## config.mk

```make
export PLATFORM = sky130hd
export DESIGN_NAME = ps2_mouse_packet_cursor_tracker
export DESIGN_NICKNAME = d
export VERILOG_FILES = /design/src/rtl/core/ps2mct_pkg.sv /design/src/rtl/core/ps2mct_in_reg.sv /design/src/rtl/core/ps2mct_axis_step.sv /design/src/rtl/core/ps2mct_tracker.sv /design/src/rtl/core/ps2_mouse_packet_cursor_tracker.sv
export SDC_FILE = /design/constraint.sdc
export NUM_CORES = 1
export LEC_CHECK = 0
export BUFFER_PORTS_ARGS = -buffer_cell sky130_fd_sc_hd__buf_2
export CAP_MARGIN = 20
export CORE_MARGIN = 2
export CORE_UTILIZATION = 50
export CTS_BUF_LIST = sky130_fd_sc_hd__clkbuf_4
export DETAILED_ROUTE_END_ITERATION = 12
export MAX_ROUTING_LAYER = met4
export PLACE_DENSITY = 0.68
export SLEW_MARGIN = 20
export SYNTH_ARGS = -nofsm -noshare
export SYNTH_HDL_FRONTEND = slang
export SYNTH_SLANG_ARGS = --single-unit
export TNS_END_PERCENT = 1
```

## constraint.sdc

```tcl
create_clock -name clk -period 11.5 [get_ports clk]
set_clock_uncertainty 0.15 [all_clocks]
set_input_delay 3.45 -clock clk [delete_from_list [all_inputs] [get_ports clk]]
set_output_delay 3.45 -clock clk [all_outputs]
set_load 0.01 [all_outputs]
```

## src/rtl/core/ps2mct_pkg.sv

```systemverilog
`default_nettype none
package ps2mct_pkg;

  // Command codes carried in the input tuser
  localparam logic [1:0] CMD_DATA     = 2'd0;
  localparam logic [1:0] CMD_READ     = 2'd1;
  localparam logic [1:0] CMD_RECENTER = 2'd2;

  // Configuration register indexes
  localparam logic [0:0] REG_WIDTH  = 1'b0;
  localparam logic [0:0] REG_HEIGHT = 1'b1;

  localparam int          BOUND_REG_W = 13;
  localparam logic [12:0] WIDTH_RST   = 13'd1024;
  localparam logic [12:0] HEIGHT_RST  = 13'd768;

  // Flag byte layout
  localparam int         SYNC_BIT   = 3;
  localparam int         X_SIGN_BIT = 4;
  localparam int         Y_SIGN_BIT = 5;
  localparam logic [7:0] OVF_MASK   = 8'hC0;

  localparam logic [1:0] POS_FLAG  = 2'd0;
  localparam logic [1:0] POS_XBYTE = 2'd1;
  localparam logic [1:0] POS_YBYTE = 2'd2;

  typedef struct packed {
    logic [1:0] command;
    logic [7:0] data_byte;
  } in_item_t;

  // Ordered so that {flags, pos_y, pos_x} packs the result word lowest field first
  typedef struct packed {
    logic       sync_dropped;
    logic       overflow_dropped;
    logic       packet_done;
    logic [2:0] release_mask;
    logic       released_flag;
    logic [2:0] click_mask;
    logic       clicked_flag;
    logic       moved_flag;
    logic [2:0] buttons_now;
  } flags_t;

endpackage
`default_nettype wire

```

## src/rtl/core/ps2mct_in_reg.sv

```systemverilog
`default_nettype none
module ps2mct_in_reg (
  input  wire                    clk,
  input  wire                    rst_n,
  input  wire                    in_valid,
  output logic                   in_ready,
  input  ps2mct_pkg::in_item_t   in_item,
  input  wire                    adv,
  output logic                   hold_valid,
  output ps2mct_pkg::in_item_t   hold_item
);
  import ps2mct_pkg::*;

  logic     valid_r;
  logic     valid_nxt;
  in_item_t item_r;

  // Take a new transaction when none is held or the held one leaves in the same cycle
  assign in_ready   = !valid_r || adv;
  assign hold_valid = valid_r;
  assign hold_item  = item_r;

  always_comb begin
    valid_nxt = valid_r;
    if (in_valid && in_ready) begin
      valid_nxt = 1'b1;
    end else if (adv) begin
      valid_nxt = 1'b0;
    end
  end

  always_ff @(posedge clk) begin
    if (!rst_n) begin
      valid_r <= 1'b0;
    end else begin
      valid_r <= valid_nxt;
    end
  end

  always_ff @(posedge clk) begin
    if (in_valid && in_ready) begin
      item_r <= in_item;
    end
  end

endmodule
`default_nettype wire

```

## src/rtl/core/ps2mct_axis_step.sv

```systemverilog
`default_nettype none
module ps2mct_axis_step #(
  parameter int COORD_BITS = 12
) (
  input  wire        [COORD_BITS-1:0] pos,
  input  wire signed [9:0]            delta,
  input  wire        [COORD_BITS:0]   bound,
  output logic       [COORD_BITS-1:0] new_pos
);
  localparam int SW = COORD_BITS + 2;

  logic signed [SW-1:0] sum;
  logic        [SW-1:0] bound_ext;
  logic        [COORD_BITS:0] last;

  assign sum       = $signed({2'b00, pos}) + SW'(delta);
  assign bound_ext = SW'(bound);
  assign last      = bound - 1'b1;

  // Clamp to 0 .. bound-1; bound is never zero here
  always_comb begin
    if (sum < 0) begin
      new_pos = '0;
    end else if ($unsigned(sum) >= bound_ext) begin
      new_pos = last[COORD_BITS-1:0];
    end else begin
      new_pos = sum[COORD_BITS-1:0];
    end
  end

endmodule
`default_nettype wire

```

## src/rtl/core/ps2mct_tracker.sv

```systemverilog
`default_nettype none
module ps2mct_tracker #(
  parameter int COORD_BITS = 12
) (
  input  wire                              clk,
  input  wire                              rst_n,
  input  wire                              hold_valid,
  input  ps2mct_pkg::in_item_t             hold_item,
  output logic                             adv,
  input  wire [ps2mct_pkg::BOUND_REG_W-1:0] width_reg,
  input  wire [ps2mct_pkg::BOUND_REG_W-1:0] height_reg,
  output logic                             out_valid,
  input  wire                              out_ready,
  output logic [COORD_BITS-1:0]            pos_x,
  output logic [COORD_BITS-1:0]            pos_y,
  output ps2mct_pkg::flags_t               flags
);
  import ps2mct_pkg::*;

  localparam int CW = (COORD_BITS + 1 > BOUND_REG_W) ? COORD_BITS + 1 : BOUND_REG_W;
  localparam logic [CW-1:0] LIMIT = CW'(1) << COORD_BITS;

  function automatic logic [COORD_BITS:0] eff_bound(input logic [BOUND_REG_W-1:0] r);
    logic [CW-1:0] v;
    v = CW'(r);
    if (v > LIMIT) v = LIMIT;
    if (v == '0) v = CW'(1);
    return v[COORD_BITS:0];
  endfunction

  function automatic logic [COORD_BITS-1:0] half(input logic [COORD_BITS:0] b);
    logic [COORD_BITS:0] h;
    h = b >> 1;
    return h[COORD_BITS-1:0];
  endfunction

  logic [1:0]            byte_pos_r, byte_pos_nxt;
  logic [7:0]            flag_byte_r, flag_byte_nxt;
  logic [7:0]            xbyte_r, xbyte_nxt;
  logic [COORD_BITS-1:0] cur_x_r, cur_x_nxt;
  logic [COORD_BITS-1:0] cur_y_r, cur_y_nxt;
  logic [2:0]            held_r, held_nxt;
  logic                  moved_r, moved_nxt;
  logic                  clicked_r, clicked_nxt;
  logic [2:0]            cmask_r, cmask_nxt;
  logic                  released_r, released_nxt;
  logic [2:0]            rmask_r, rmask_nxt;

  logic                  out_valid_r, out_valid_nxt;
  logic [COORD_BITS-1:0] pos_x_r, pos_y_r;
  flags_t                flags_r, flags_nxt;

  logic [COORD_BITS:0]   bound_x, bound_y;
  logic signed [9:0]     dx, dy, neg_dy;
  logic [COORD_BITS-1:0] step_x, step_y;
  logic [1:0]            pos_eff;
  logic [2:0]            pressed, released;
  logic                  done, ovf, syn;

  assign bound_x = eff_bound(width_reg);
  assign bound_y = eff_bound(height_reg);

  assign dx     = $signed({{2{flag_byte_r[X_SIGN_BIT]}}, xbyte_r});
  assign dy     = $signed({{2{flag_byte_r[Y_SIGN_BIT]}}, hold_item.data_byte});
  assign neg_dy = -dy;

  ps2mct_axis_step #(.COORD_BITS(COORD_BITS)) u_step_x (
    .pos     (cur_x_r),
    .delta   (dx),
    .bound   (bound_x),
    .new_pos (step_x)
  );

  ps2mct_axis_step #(.COORD_BITS(COORD_BITS)) u_step_y (
    .pos     (cur_y_r),
    .delta   (neg_dy),
    .bound   (bound_y),
    .new_pos (step_y)
  );

  assign adv      = hold_valid && (!out_valid_r || out_ready);
  assign pos_eff  = (byte_pos_r == 2'd3) ? POS_FLAG : byte_pos_r;
  assign pressed  = flag_byte_r[2:0] & ~held_r;
  assign released = held_r & ~flag_byte_r[2:0];

  always_comb begin
    byte_pos_nxt  = pos_eff;
    flag_byte_nxt = flag_byte_r;
    xbyte_nxt     = xbyte_r;
    cur_x_nxt     = cur_x_r;
    cur_y_nxt     = cur_y_r;
    held_nxt      = held_r;
    moved_nxt     = moved_r;
    clicked_nxt   = clicked_r;
    cmask_nxt     = cmask_r;
    released_nxt  = released_r;
    rmask_nxt     = rmask_r;
    done          = 1'b0;
    ovf           = 1'b0;
    syn           = 1'b0;
    unique case (hold_item.command)
      CMD_READ: begin
        moved_nxt    = 1'b0;
        clicked_nxt  = 1'b0;
        cmask_nxt    = '0;
        released_nxt = 1'b0;
        rmask_nxt    = '0;
      end
      CMD_RECENTER: begin
        byte_pos_nxt = byte_pos_r;
        cur_x_nxt    = half(bound_x);
        cur_y_nxt    = half(bound_y);
        held_nxt     = '0;
      end
      CMD_DATA: begin
        unique case (pos_eff)
          POS_FLAG: begin
            if (!hold_item.data_byte[SYNC_BIT]) begin
              syn = 1'b1;
            end else begin
              flag_byte_nxt = hold_item.data_byte;
              byte_pos_nxt  = POS_XBYTE;
            end
          end
          POS_XBYTE: begin
            xbyte_nxt    = hold_item.data_byte;
            byte_pos_nxt = POS_YBYTE;
          end
          default: begin
            byte_pos_nxt = POS_FLAG;
            if ((flag_byte_r & OVF_MASK) != '0) begin
              ovf = 1'b1;
            end else begin
              done      = 1'b1;
              cur_x_nxt = step_x;
              cur_y_nxt = step_y;
              held_nxt  = flag_byte_r[2:0];
              if (step_x != cur_x_r || step_y != cur_y_r) moved_nxt = 1'b1;
              if (pressed != '0) begin
                clicked_nxt = 1'b1;
                cmask_nxt   = pressed;
              end
              if (released != '0) begin
                released_nxt = 1'b1;
                rmask_nxt    = released;
              end
            end
          end
        endcase
      end
      default: begin
        byte_pos_nxt = byte_pos_r;
      end
    endcase
  end

  // A read reports the latches as they were before the clear
  always_comb begin
    flags_nxt.buttons_now      = held_nxt;
    flags_nxt.packet_done      = done;
    flags_nxt.overflow_dropped = ovf;
    flags_nxt.sync_dropped     = syn;
    if (hold_item.command == CMD_READ) begin
      flags_nxt.moved_flag    = moved_r;
      flags_nxt.clicked_flag  = clicked_r;
      flags_nxt.click_mask    = cmask_r;
      flags_nxt.released_flag = released_r;
      flags_nxt.release_mask  = rmask_r;
    end else begin
      flags_nxt.moved_flag    = moved_nxt;
      flags_nxt.clicked_flag  = clicked_nxt;
      flags_nxt.click_mask    = cmask_nxt;
      flags_nxt.released_flag = released_nxt;
      flags_nxt.release_mask  = rmask_nxt;
    end
  end

  always_comb begin
    out_valid_nxt = out_valid_r;
    if (adv) begin
      out_valid_nxt = 1'b1;
    end else if (out_ready) begin
      out_valid_nxt = 1'b0;
    end
  end

  always_ff @(posedge clk) begin
    if (!rst_n) begin
      byte_pos_r  <= POS_FLAG;
      flag_byte_r <= '0;
      xbyte_r     <= '0;
      cur_x_r     <= half(eff_bound(WIDTH_RST));
      cur_y_r     <= half(eff_bound(HEIGHT_RST));
      held_r      <= '0;
      moved_r     <= 1'b0;
      clicked_r   <= 1'b0;
      cmask_r     <= '0;
      released_r  <= 1'b0;
      rmask_r     <= '0;
      out_valid_r <= 1'b0;
    end else begin
      out_valid_r <= out_valid_nxt;
      if (adv) begin
        byte_pos_r  <= byte_pos_nxt;
        flag_byte_r <= flag_byte_nxt;
        xbyte_r     <= xbyte_nxt;
        cur_x_r     <= cur_x_nxt;
        cur_y_r     <= cur_y_nxt;
        held_r      <= held_nxt;
        moved_r     <= moved_nxt;
        clicked_r   <= clicked_nxt;
        cmask_r     <= cmask_nxt;
        released_r  <= released_nxt;
        rmask_r     <= rmask_nxt;
      end
    end
  end

  always_ff @(posedge clk) begin
    if (adv) begin
      pos_x_r <= cur_x_nxt;
      pos_y_r <= cur_y_nxt;
      flags_r <= flags_nxt;
    end
  end

  assign out_valid = out_valid_r;
  assign pos_x     = pos_x_r;
  assign pos_y     = pos_y_r;
  assign flags     = flags_r;

endmodule
`default_nettype wire

```

## src/rtl/core/ps2_mouse_packet_cursor_tracker.sv

```systemverilog
`default_nettype none
// Channel   Direction  Payload
// in_*      input      tuser: command[1:0]; tdata: data_byte[7:0]
// out_*     output     tdata: pos_x, pos_y, buttons_now, moved/clicked flags, masks,
//                      released flag, packet_done, overflow_dropped, sync_dropped
// cfg_*     input      cfg_index selects screen_width (0) or screen_height (1)
//
// One transaction per cycle while the output is not stalled; a result reaches out_* through
// the input register, which takes the transaction, and then the result register, which
// takes the decode/clamp output.
// Reset puts the bounds at 1024 x 768 and the cursor at half of each bound.
// A stalled output holds its result; the input register keeps taking transactions
// as long as the held one can move into the result register in the same cycle.
module ps2_mouse_packet_cursor_tracker #(
  parameter int COORD_BITS = 12
) (
  input  wire                               clk,
  input  wire                               rst_n,
  input  wire                               in_tvalid,
  output logic                              in_tready,
  input  wire [1:0]                         in_tuser,   // command
  input  wire [7:0]                         in_tdata,   // data_byte
  output logic                              out_tvalid,
  input  wire                               out_tready,
  // pos_x, pos_y, buttons_now[2:0], moved_flag, clicked_flag, click_mask[2:0],
  // released_flag, release_mask[2:0], packet_done, overflow_dropped, sync_dropped, pad
  output logic [((2*COORD_BITS+15+7)/8)*8-1:0] out_tdata,
  input  wire                               cfg_valid,
  output logic                              cfg_ready,
  input  wire [0:0]                         cfg_index,
  input  wire [ps2mct_pkg::BOUND_REG_W-1:0] cfg_data
);
  import ps2mct_pkg::*;

  localparam int OUT_W = ((2*COORD_BITS + 15 + 7) / 8) * 8;

  logic [BOUND_REG_W-1:0] width_r, height_r;
  in_item_t               in_item, hold_item;
  logic                   hold_valid;
  logic                   adv;
  logic [COORD_BITS-1:0]  pos_x, pos_y;
  flags_t                 flags;

  assign cfg_ready = 1'b1;

  always_ff @(posedge clk) begin
    if (!rst_n) begin
      width_r  <= WIDTH_RST;
      height_r <= HEIGHT_RST;
    end else if (cfg_valid && cfg_ready) begin
      unique case (cfg_index)
        REG_WIDTH:  width_r  <= cfg_data;
        REG_HEIGHT: height_r <= cfg_data;
        default: ;
      endcase
    end
  end

  assign in_item.command   = in_tuser;
  assign in_item.data_byte = in_tdata;

  ps2mct_in_reg u_in_reg (
    .clk        (clk),
    .rst_n      (rst_n),
    .in_valid   (in_tvalid),
    .in_ready   (in_tready),
    .in_item    (in_item),
    .adv        (adv),
    .hold_valid (hold_valid),
    .hold_item  (hold_item)
  );

  ps2mct_tracker #(.COORD_BITS(COORD_BITS)) u_tracker (
    .clk        (clk),
    .rst_n      (rst_n),
    .hold_valid (hold_valid),
    .hold_item  (hold_item),
    .adv        (adv),
    .width_reg  (width_r),
    .height_reg (height_r),
    .out_valid  (out_tvalid),
    .out_ready  (out_tready),
    .pos_x      (pos_x),
    .pos_y      (pos_y),
    .flags      (flags)
  );

  assign out_tdata = OUT_W'({flags, pos_y, pos_x});

  // At most one per-byte outcome in a result
  a_outcome_onehot: assert property (@(posedge clk) disable iff (!rst_n)
    out_tvalid |-> $onehot0({flags.packet_done, flags.overflow_dropped,
                             flags.sync_dropped}))
    else $error("more than one byte outcome flagged");

  // An accepted packet leaves the cursor inside the horizontal bound
  a_x_in_bound: assert property (@(posedge clk) disable iff (!rst_n)
    out_tvalid && flags.packet_done |->
      (COORD_BITS+1)'(pos_x) < (COORD_BITS+1)'(width_r) || pos_x == '0 ||
      (COORD_BITS+1)'(width_r) > ((COORD_BITS+1)'(1) << COORD_BITS) ||
      width_r > BOUND_REG_W'((1 << COORD_BITS) - 1))
    else $error("cursor x outside bound after packet");

  // A held transaction is not lost while the result register is stalled
  a_hold_kept: assert property (@(posedge clk) disable iff (!rst_n)
    hold_valid && out_tvalid && !out_tready |=> hold_valid)
    else $error("held transaction dropped during output stall");

endmodule
`default_nettype wire
```

==> results of run 1 <==
==> path summary, 6_finish.rpt <==
check | from | to | slack (ps) | cells past startpoint
worst max-delay path | out_tready | in_tready | 3930 | 4
worst min-delay path | u_tracker.released_r | u_tracker.released_r | 350 | 2
worst max register to register | u_tracker.cur_x_r[0] | u_tracker.flags[3] | 5310 | 20
worst min register to register | u_tracker.released_r | u_tracker.released_r | 350 | 2
==> cell type report <==
type / instances / area (um^2)
Clock inverter: 14 / 176.4
Clock buffer: 18 / 135.1
Tap cell: 225 / 281.5
Timing Repair Buffer: 76 / 397.9
Fill cell: 1681 / 7702
Antenna cell: 1 / 2.502
Sequential cell: 130 / 3093
Inverter: 47 / 176.4
Multi-Input combinational cell: 846 / 5211
==> power groups by stage <==
stage                     logic [uW]  registers, uW  clock network [uW]
after floorplan                  259            525                   0
after global placement           344            535                   0
after detailed placement         348            535                   0
after CTS                        350            524                 355
after global routing             391            528                 374
final                            358            525                 347
==> kinds of logic (layout without fill, tap and decap cells) <==
kind of cell | after synthesis | after routing | share of synthesized area
AO/OA/AOI/OAI | 307 | 307 | 0.2327
XOR/XNOR | 23 | 23 | 0.02396
adder cells (fa/ha/maj) | 59 | 59 | 0.08637
buffers and inverters | 106 | 155 | 0.04778
flip-flops | 130 | 130 | 0.3547
multiplexers | 18 | 18 | 0.02123
other | 2 | 3 | 0.0008612
AND/OR/NAND/NOR | 437 | 437 | 0.2324
==> placed cells by master, fill, tap and decap left out, drive strengths merged, types with 10 or more instances in the layout <==
| master | instances |
|---|---|
| a211oi | 14 |
| a21o | 13 |
| a21oi | 94 |
| a22oi | 24 |
| a31oi | 10 |
| buf | 76 |
| clkbuf | 18 |
| dfxtp | 81 |
| edfxtp | 49 |
| ha | 57 |
| inv | 51 |
| mux2i | 14 |
| nand2 | 135 |
| nand2b | 26 |
| nand3 | 23 |
| nor2 | 133 |
| nor2b | 15 |
| nor3 | 44 |
| nor4 | 10 |
| o21a | 11 |
| o21ai | 60 |
| xnor2 | 11 |
| xor2 | 12 |
==> registers in the layout, indices dropped and copies added (netlist names), 8 cells and up <==
| signal | cells |
|---|---|
| u_tracker.pos_y | 12 |
| height_r | 13 |
| u_in_reg.hold_item | 10 |
| u_tracker.cur_x_r | 12 |
| u_tracker.xbyte_r | 8 |
| u_tracker.cur_y_r | 12 |
| u_tracker.pos_x | 12 |
| u_tracker.flags | 15 |
| width_r | 13 |
==> through the flow <==
stage | worst slack [ps] | total power [uW]
6_report | 3932 | 1230
2_1_floorplan | 4153 | 783.9
5_1_grt | 3845 | 1293
3_5_place_dp | 3938 | 882.8
4_1_cts | 3931 | 1230
3_3_place_gp | 3933 | 878.6
==> worst max-delay path: cells and delay by family <==
kind / cells / cell delay [ps]
simple gates: 2 / 280
buf+inv: 2 / 230
==> per-layer routing <==
metal / up-vias / share of wire / global-route usage
li1: 4018 / - / -
met1: 3975 / 0.45 / 0.3936
met2: 324 / 0.47 / 0.4497
met3: 48 / 0.063 / 0.04512
met4: 0 / 0.020 / 0.08565
met5: - / 0 / -
==> results_tabular.tex, run 1 <==
\begin{tabular}{lr}
\hline
Metric & Value \\
\hline
\multicolumn{2}{l}{\textbf{Placed design}} \\
Area after DPL & 9160 um\^{}2 \\
Post-detail-place hpwl & 18520 um \\
Post-placement cell count & 1324 \\
Routability congestion estimate from global placement & 0.9613 \\
Input/output buffers & 69 \\
\multicolumn{2}{l}{\textbf{Yosys}} \\
Predominant post-synthesis flop cell & sky130\_fd\_sc\_hd\_\_dfxtp\_1 \\
Post-synthesis instance total & 1082 \\
Synthesis-stage register bit count & 130 \\
Number of enable-type register cells in the synthesized netlist & 49 \\
Yosys warnings & 0 \\
Leading post-synthesis cells by instance count & sky130\_fd\_sc\_hd\_\_nand2\_1, sky130\_fd\_sc\_hd\_\_nor2\_1, sky130\_fd\_sc\_hd\_\_a21oi\_1, sky130\_fd\_sc\_hd\_\_dfxtp\_1, sky130\_fd\_sc\_hd\_\_o21ai\_0 \\
Post-Syn Nets & 1170 \\
Top cells by area in the synthesized netlist & sky130\_fd\_sc\_hd\_\_dfxtp\_1, sky130\_fd\_sc\_hd\_\_edfxtp\_1, sky130\_fd\_sc\_hd\_\_ha\_1, sky130\_fd\_sc\_hd\_\_nand2\_1, sky130\_fd\_sc\_hd\_\_nor2\_1 \\
Area of the mapped netlist & 8721 um\^{}2 \\
Post-synthesis cell type with the largest combined area & sky130\_fd\_sc\_hd\_\_dfxtp\_1 \\
Number of library cell types mapped by synthesis & 78 \\
FFs w/ async S/R, synth & 0 \\
Per-instance average area after synthesis & 8.060 um\^{}2 \\
Sequential element share of the synthesized area & 0.3547 \\
Most frequent cell after synthesis & sky130\_fd\_sc\_hd\_\_nand2\_1 \\
Post-synth top area share & 0.1859 \\
\multicolumn{2}{l}{\textbf{Cells and area}} \\
Post-route cell area & 9474 um\^{}2 \\
Signed area change from the synthesized netlist to the final layout & 8.637\% \\
Share of post-route cells with drive strength above 1 & 0.1096 \\
Fraction of the core area covered by cells at the end of the flow & 0.5516 \\
Total Nets Final & 1206 \\
Final instance count without filler cells & 1357 \\
\multicolumn{2}{l}{\textbf{Global routing}} \\
Number of antenna violations at the first check in global routing & 1 \\
Global routing usage summed across all routing layers & 0.2904 \\
Pin count of the biggest net entering global routing & 66 \\
Congestion Overflow GR & 0 \\
Number of global-route vias before repair & 7561 \\
Global-route wire length before repair & 40600 um \\
\multicolumn{2}{l}{\textbf{Clocking}} \\
Buffers inserted by post-CTS timing repair & 0 \\
Clock tree from TritonCTS & yes \\
Clock slew at the register clock pins of the worst setup and hold paths & 120 ps \\
Maximum clock insertion buffer count & 2 \\
Hold Buf Count CTS & 0 \\
Number of levels the H-tree was split into & 4 \\
Sink count of the clock tree & 130 \\
Inserted Clock Buffers & 17 \\
CTS resizes & 0 \\
Clock insertion delay at the later pin of the skew report & 570 ps \\
Root Buffer & sky130\_fd\_sc\_hd\_\_clkbuf\_4 \\
\multicolumn{2}{l}{\textbf{Run}} \\
Number of max-capacitance violations reported & 0 \\
\multicolumn{2}{l}{\textbf{Drt}} \\
Post-detailed-route DRC marker count & 0 \\
DR iter-0 viols & 833 \\
Final routed wire length divided by cell count & 18.85 um \\
Wirelength, routed & 25580 um \\
Detailed-route vias per instance & 6.164 \\
Via Count & 8365 \\
Antenna Violating Nets Remaining & 0 \\
Length of the first detailed-routing pass in iterations & 5 \\
\multicolumn{2}{l}{\textbf{Power}} \\
Peak supply drop & 54.63 uV \\
Int Pwr & 790.7 uW \\
Reg power frac & 0.427 \\
Portion of total power attributed to the clock network & 0.282 \\
Power density relative to cell area & 129.8 nW/um\^{}2 \\
P\_leak & 0.003856 uW \\
Switching power & 439.3 uW \\
Switching share of total power & 0.3571 \\
Proportion of power drawn by combinational gates & 0.291 \\
\multicolumn{2}{l}{\textbf{Floorplan}} \\
Total Die Area & 18510 um\^{}2 \\
Die boundary height & 136.1 um \\
Number of rows in the core area & 48 \\
Boundary Pins & 72 \\
Overall die width & 136.1 um \\
Std-Cell Core Area & 17180 um\^{}2 \\
Initial core utilization & 0.5077 \\
\multicolumn{2}{l}{\textbf{Setup path}} \\
Element type at the critical path start & input port \\
Worst setup path class & input port to output pin \\
Cell occurring most often along the worst timing path & sky130\_fd\_sc\_hd\_\_buf\_2 \\
Critical path arrival & 3970 ps \\
Worst EP required & 7900 ps \\
Sequence of cells on the critical path & buf\_2 > nor2b\_1 > nand2\_1 > buf\_2 \\
Slowest cell on crit path & sky130\_fd\_sc\_hd\_\_nor2b\_1 \\
Critical path endpoint category & output pin \\
Crit Path Max Fanout & 4 \\
Worst path max stage delay & 190 ps \\
\multicolumn{2}{l}{\textbf{Timing}} \\
Headroom to the max-slew limit & 0.2547 \\
Setup violators final & 0 \\
Least-Margin Pin Slew & 1118 ps \\
Part of the cycle the worst path needs & 0.6581 \\
Final hold violation count & 0 \\
Slew Limit Fails & 0 \\
RSZ-0062 raised after global routing & no \\
Worst hold-check slack & 348.9 ps \\
Min cycle time layout & 7568 ps \\
Final-layout setup total negative slack & 0 ps \\
Highest Clock Rate & 132.1 MHz \\
\multicolumn{2}{l}{\textbf{Run status}} \\
Run status & completed \\
\multicolumn{2}{l}{\textbf{Worst hold path}} \\
Hold crit path type & flop to flop \\
\hline
\end{tabular}
Power figures use the tool's default switching activity.
==> inputs of run 2 (changes only) <==
Settings changed: PLACE_DENSITY 0.68 to 0.7.
Clock period 11.5 ns to 6.15 ns, I/O delays scaled along.
==> run 2 against run 1 <==
- critical path depth increased by 16
- non-clock buffer count stayed put
- clock-buffer cell count did not move
- global-route usage decreased by 0.16 points
- sequential power increased by 87%
- clock power grew 57%
- sequential share of layout area up 0.22 points
- cell count stayed put
==> results_tabular.tex, run 2 (synthesized netlist as in run 1, its figures left out) <==
\begin{tabular}{lr}
\hline
Metric & Value \\
\hline
\multicolumn{2}{l}{\textbf{Cells and area}} \\
Fraction of the core area covered by cells at the end of the flow & 0.5479 \\
Layout filler cell count & 1665 \\
Signed area change from the synthesized netlist to the final layout & 7.920\% \\
Share of post-route cells with drive strength above 1 & 0.1079 \\
Max FFs per register & 15 \\
Most frequent cells in the layout & sky130\_fd\_sc\_hd\_\_nand2\_1, sky130\_fd\_sc\_hd\_\_nor2\_1, sky130\_fd\_sc\_hd\_\_a21oi\_1 \\
Leading cell type in the layout, fill and taps excluded & sky130\_fd\_sc\_hd\_\_nand2\_1 \\
Total Nets Final & 1206 \\
\multicolumn{2}{l}{\textbf{Drt}} \\
Detailed-route vias per instance & 6.128 \\
Detailed route wirelength on metal2 & 11700 um \\
Final routed wire length divided by cell count & 18.79 um \\
Antenna Violating Nets Remaining & 0 \\
Wirelength, routed & 25500 um \\
Top Layer Used & met4 \\
Routed met1 length & 11190 um \\
Length of the first detailed-routing pass in iterations & 5 \\
Via Count & 8316 \\
Post-detailed-route DRC marker count & 0 \\
Met3 routed wirelength & 1775 um \\
DR iter-0 viols & 921 \\
\multicolumn{2}{l}{\textbf{Clocking}} \\
Sink count of the clock tree & 130 \\
Clock insertion delay at the later pin of the skew report & 560 ps \\
Buffers inserted by post-CTS timing repair & 0 \\
CTS resizes & 0 \\
Inserted Clock Buffers & 17 \\
Number of levels the H-tree was split into & 4 \\
Maximum clock insertion buffer count & 2 \\
Root Buffer & sky130\_fd\_sc\_hd\_\_clkbuf\_4 \\
Hold Buf Count CTS & 0 \\
Clock slew at the register clock pins of the worst setup and hold paths & 120 ps \\
Clock tree from TritonCTS & yes \\
\multicolumn{2}{l}{\textbf{Timing}} \\
Setup violators final & 0 \\
Least-Margin Pin Slew & 1121 ps \\
Highest Clock Rate & 171.3 MHz \\
Headroom to the max-slew limit & 0.2525 \\
Final hold violation count & 0 \\
Part of the cycle the worst path needs & 0.9494 \\
Final-layout setup total negative slack & 0 ps \\
Setup ws final & 311.0 ps \\
Slew Limit Fails & 0 \\
RSZ-0062 raised after global routing & no \\
Min cycle time layout & 5839 ps \\
\multicolumn{2}{l}{\textbf{Power}} \\
Power density relative to cell area & 233.1 nW/um\^{}2 \\
Total power & 2194 uW \\
Peak supply drop & 122.8 uV \\
P\_leak & 0.003821 uW \\
\multicolumn{2}{l}{\textbf{Setup path}} \\
Worst path max stage delay & 580 ps \\
Worst EP required & 6330 ps \\
Number of buffer and inverter instances along the worst setup path & 0 \\
Element type at the critical path start & flop \\
Reg-to-Reg End & u\_tracker.flags[3] \\
R2R Setup Slk & 310 ps \\
Cell family with the largest share of critical-path delay & compound AO/OA/AOI/OAI gates \\
Launching point of the worst reg2reg path & u\_tracker.cur\_x\_r[0] \\
Worst setup path class & flop to flop \\
Critical path arrival & 6020 ps \\
Number of cell instances on the worst register-to-register path & 20 \\
Slowest cell on crit path & sky130\_fd\_sc\_hd\_\_o21ai\_1 \\
Crit Path Max Fanout & 8 \\
Sequence of cells on the critical path & ha\_1 > fa\_1 > a21oi\_1 > o22ai\_1 > o41a\_1 > a21o\_1 > a21o\_1 > a21oi\_1 > o21bai\_1 > xor2\_1 > ha\_1 > and3\_1 > nand2\_1 > o21ai\_1 > mux2i\_1 > a222oi\_1 > nand4\_1 > a2111oi\_0 > and4\_1 > nor2\_1 \\
Critical path endpoint category & flop \\
\multicolumn{2}{l}{\textbf{Floorplan}} \\
Overall die width & 136.1 um \\
Total Die Area & 18510 um\^{}2 \\
Die boundary height & 136.1 um \\
Std-Cell Core Area & 17180 um\^{}2 \\
Initial core utilization & 0.5077 \\
Boundary Pins & 72 \\
Number of rows in the core area & 48 \\
\multicolumn{2}{l}{\textbf{Global routing}} \\
Congestion Overflow GR & 0 \\
Global routing usage summed across all routing layers & 0.2888 \\
Pin count of the biggest net entering global routing & 61 \\
Number of global-route vias before repair & 7491 \\
Number of antenna violations at the first check in global routing & 1 \\
Global-route wire length before repair & 40100 um \\
\multicolumn{2}{l}{\textbf{Placed design}} \\
Post-detail-place hpwl & 18900 um \\
Pre-CTS worst setup slack & 343.6 ps \\
Input/output buffers & 69 \\
Routability congestion estimate from global placement & 0.9885 \\
\multicolumn{2}{l}{\textbf{Worst hold path}} \\
Worst Hold Path Cells & 2 \\
Hold crit path type & flop to flop \\
Hold Path Sink & u\_tracker.clicked\_r \\
Min-delay src & u\_tracker.clicked\_r \\
\multicolumn{2}{l}{\textbf{Run}} \\
Number of max-capacitance violations reported & 0 \\
\multicolumn{2}{l}{\textbf{Run status}} \\
Run status & completed \\
\hline
\end{tabular}
==> run 2: cell count changes in the layout (fill, tap and decap cells not counted) <==
| cell | previous run | this run |
|---|---|---|
| sky130_fd_sc_hd__bufinv_16 | 3 | 1 |
| sky130_fd_sc_hd__clkinv_1 | 1 | 3 |
| sky130_fd_sc_hd__clkinv_2 | 2 | 4 |
| sky130_fd_sc_hd__clkinv_4 | 2 | 1 |
| sky130_fd_sc_hd__clkinvlp_4 | 2 | 4 |
| sky130_fd_sc_hd__inv_6 | 5 | 2 |
==> run 2: per-stage QoR <==
stage,area [um^2],std cells,hold slack (ps)
after global routing,9412,1357,388.6
final,9412,1357,357.1
after detailed placement,9160,1324,321.6
after CTS,9409,1356,351.1
after floorplan,8721,1082,278.0
after global placement,9160,1324,297.6
==> run 2: worst max-delay path by stage <==
stage          slack (ps)                 end  cells past startpoint                  from
2_1_floorplan        1070  u_tracker.flags[3]                     20  u_tracker.cur_x_r[0]
3_3_place_gp          590  u_tracker.flags[3]                     21  u_tracker.cur_x_r[0]
3_5_place_dp          340  u_tracker.flags[3]                     20  u_tracker.cur_x_r[0]
4_1_cts               380  u_tracker.flags[3]                     20  u_tracker.cur_x_r[0]
5_1_grt                 3  u_tracker.flags[3]                     20  u_tracker.cur_x_r[0]
6_report              310  u_tracker.flags[3]                     20  u_tracker.cur_x_r[0]
==> run 2: area by class of cell <==
class | count | area [um^2] | share of cell area
Multi-Input combinational cell | 846 | 5211 | 0.5537
Inverter | 47 | 176.4 | 0.01874
Timing Repair Buffer | 76 | 397.9 | 0.04228
Sequential cell | 130 | 3093 | 0.3286
Tap cell | 225 | 281.5 | 0.02991
Clock buffer | 18 | 135.1 | 0.01436
Antenna cell | 1 | 2.502 | 0.0002659
Clock inverter | 14 | 113.9 | 0.01210
==> run 2: worst register-to-register path: stages (launching register included) <==
cell                        delay (ps)
sky130_fd_sc_hd__dfxtp_1           370
sky130_fd_sc_hd__ha_1              240
sky130_fd_sc_hd__fa_1              470
sky130_fd_sc_hd__a21oi_1           200
sky130_fd_sc_hd__o22ai_1           160
sky130_fd_sc_hd__o41a_1            390
sky130_fd_sc_hd__a21o_1            210
sky130_fd_sc_hd__a21o_1            170
sky130_fd_sc_hd__a21oi_1           130
sky130_fd_sc_hd__o21bai_1           90
sky130_fd_sc_hd__xor2_1            160
sky130_fd_sc_hd__ha_1              330
sky130_fd_sc_hd__and3_1            230
sky130_fd_sc_hd__nand2_1            80
sky130_fd_sc_hd__o21ai_1           580
sky130_fd_sc_hd__mux2i_1           250
sky130_fd_sc_hd__a222oi_1          410
sky130_fd_sc_hd__nand4_1           140
sky130_fd_sc_hd__a2111oi_0         490
sky130_fd_sc_hd__and4_1            310
sky130_fd_sc_hd__nor2_1             50
==> run 2: routing by layer <==
layer  track usage  vias to the layer above
met4        0.1221                        0
met2        0.4433                      346
met5             -                        -
li1              -                     4019
met1        0.3757                     3890
met3       0.05071                       61
==> run 2: power breakdown <==
part           switching [uW]  internal (uW)
clock                     344            201
sequential               49.1            932
combinational             412            257
total                     804           1390
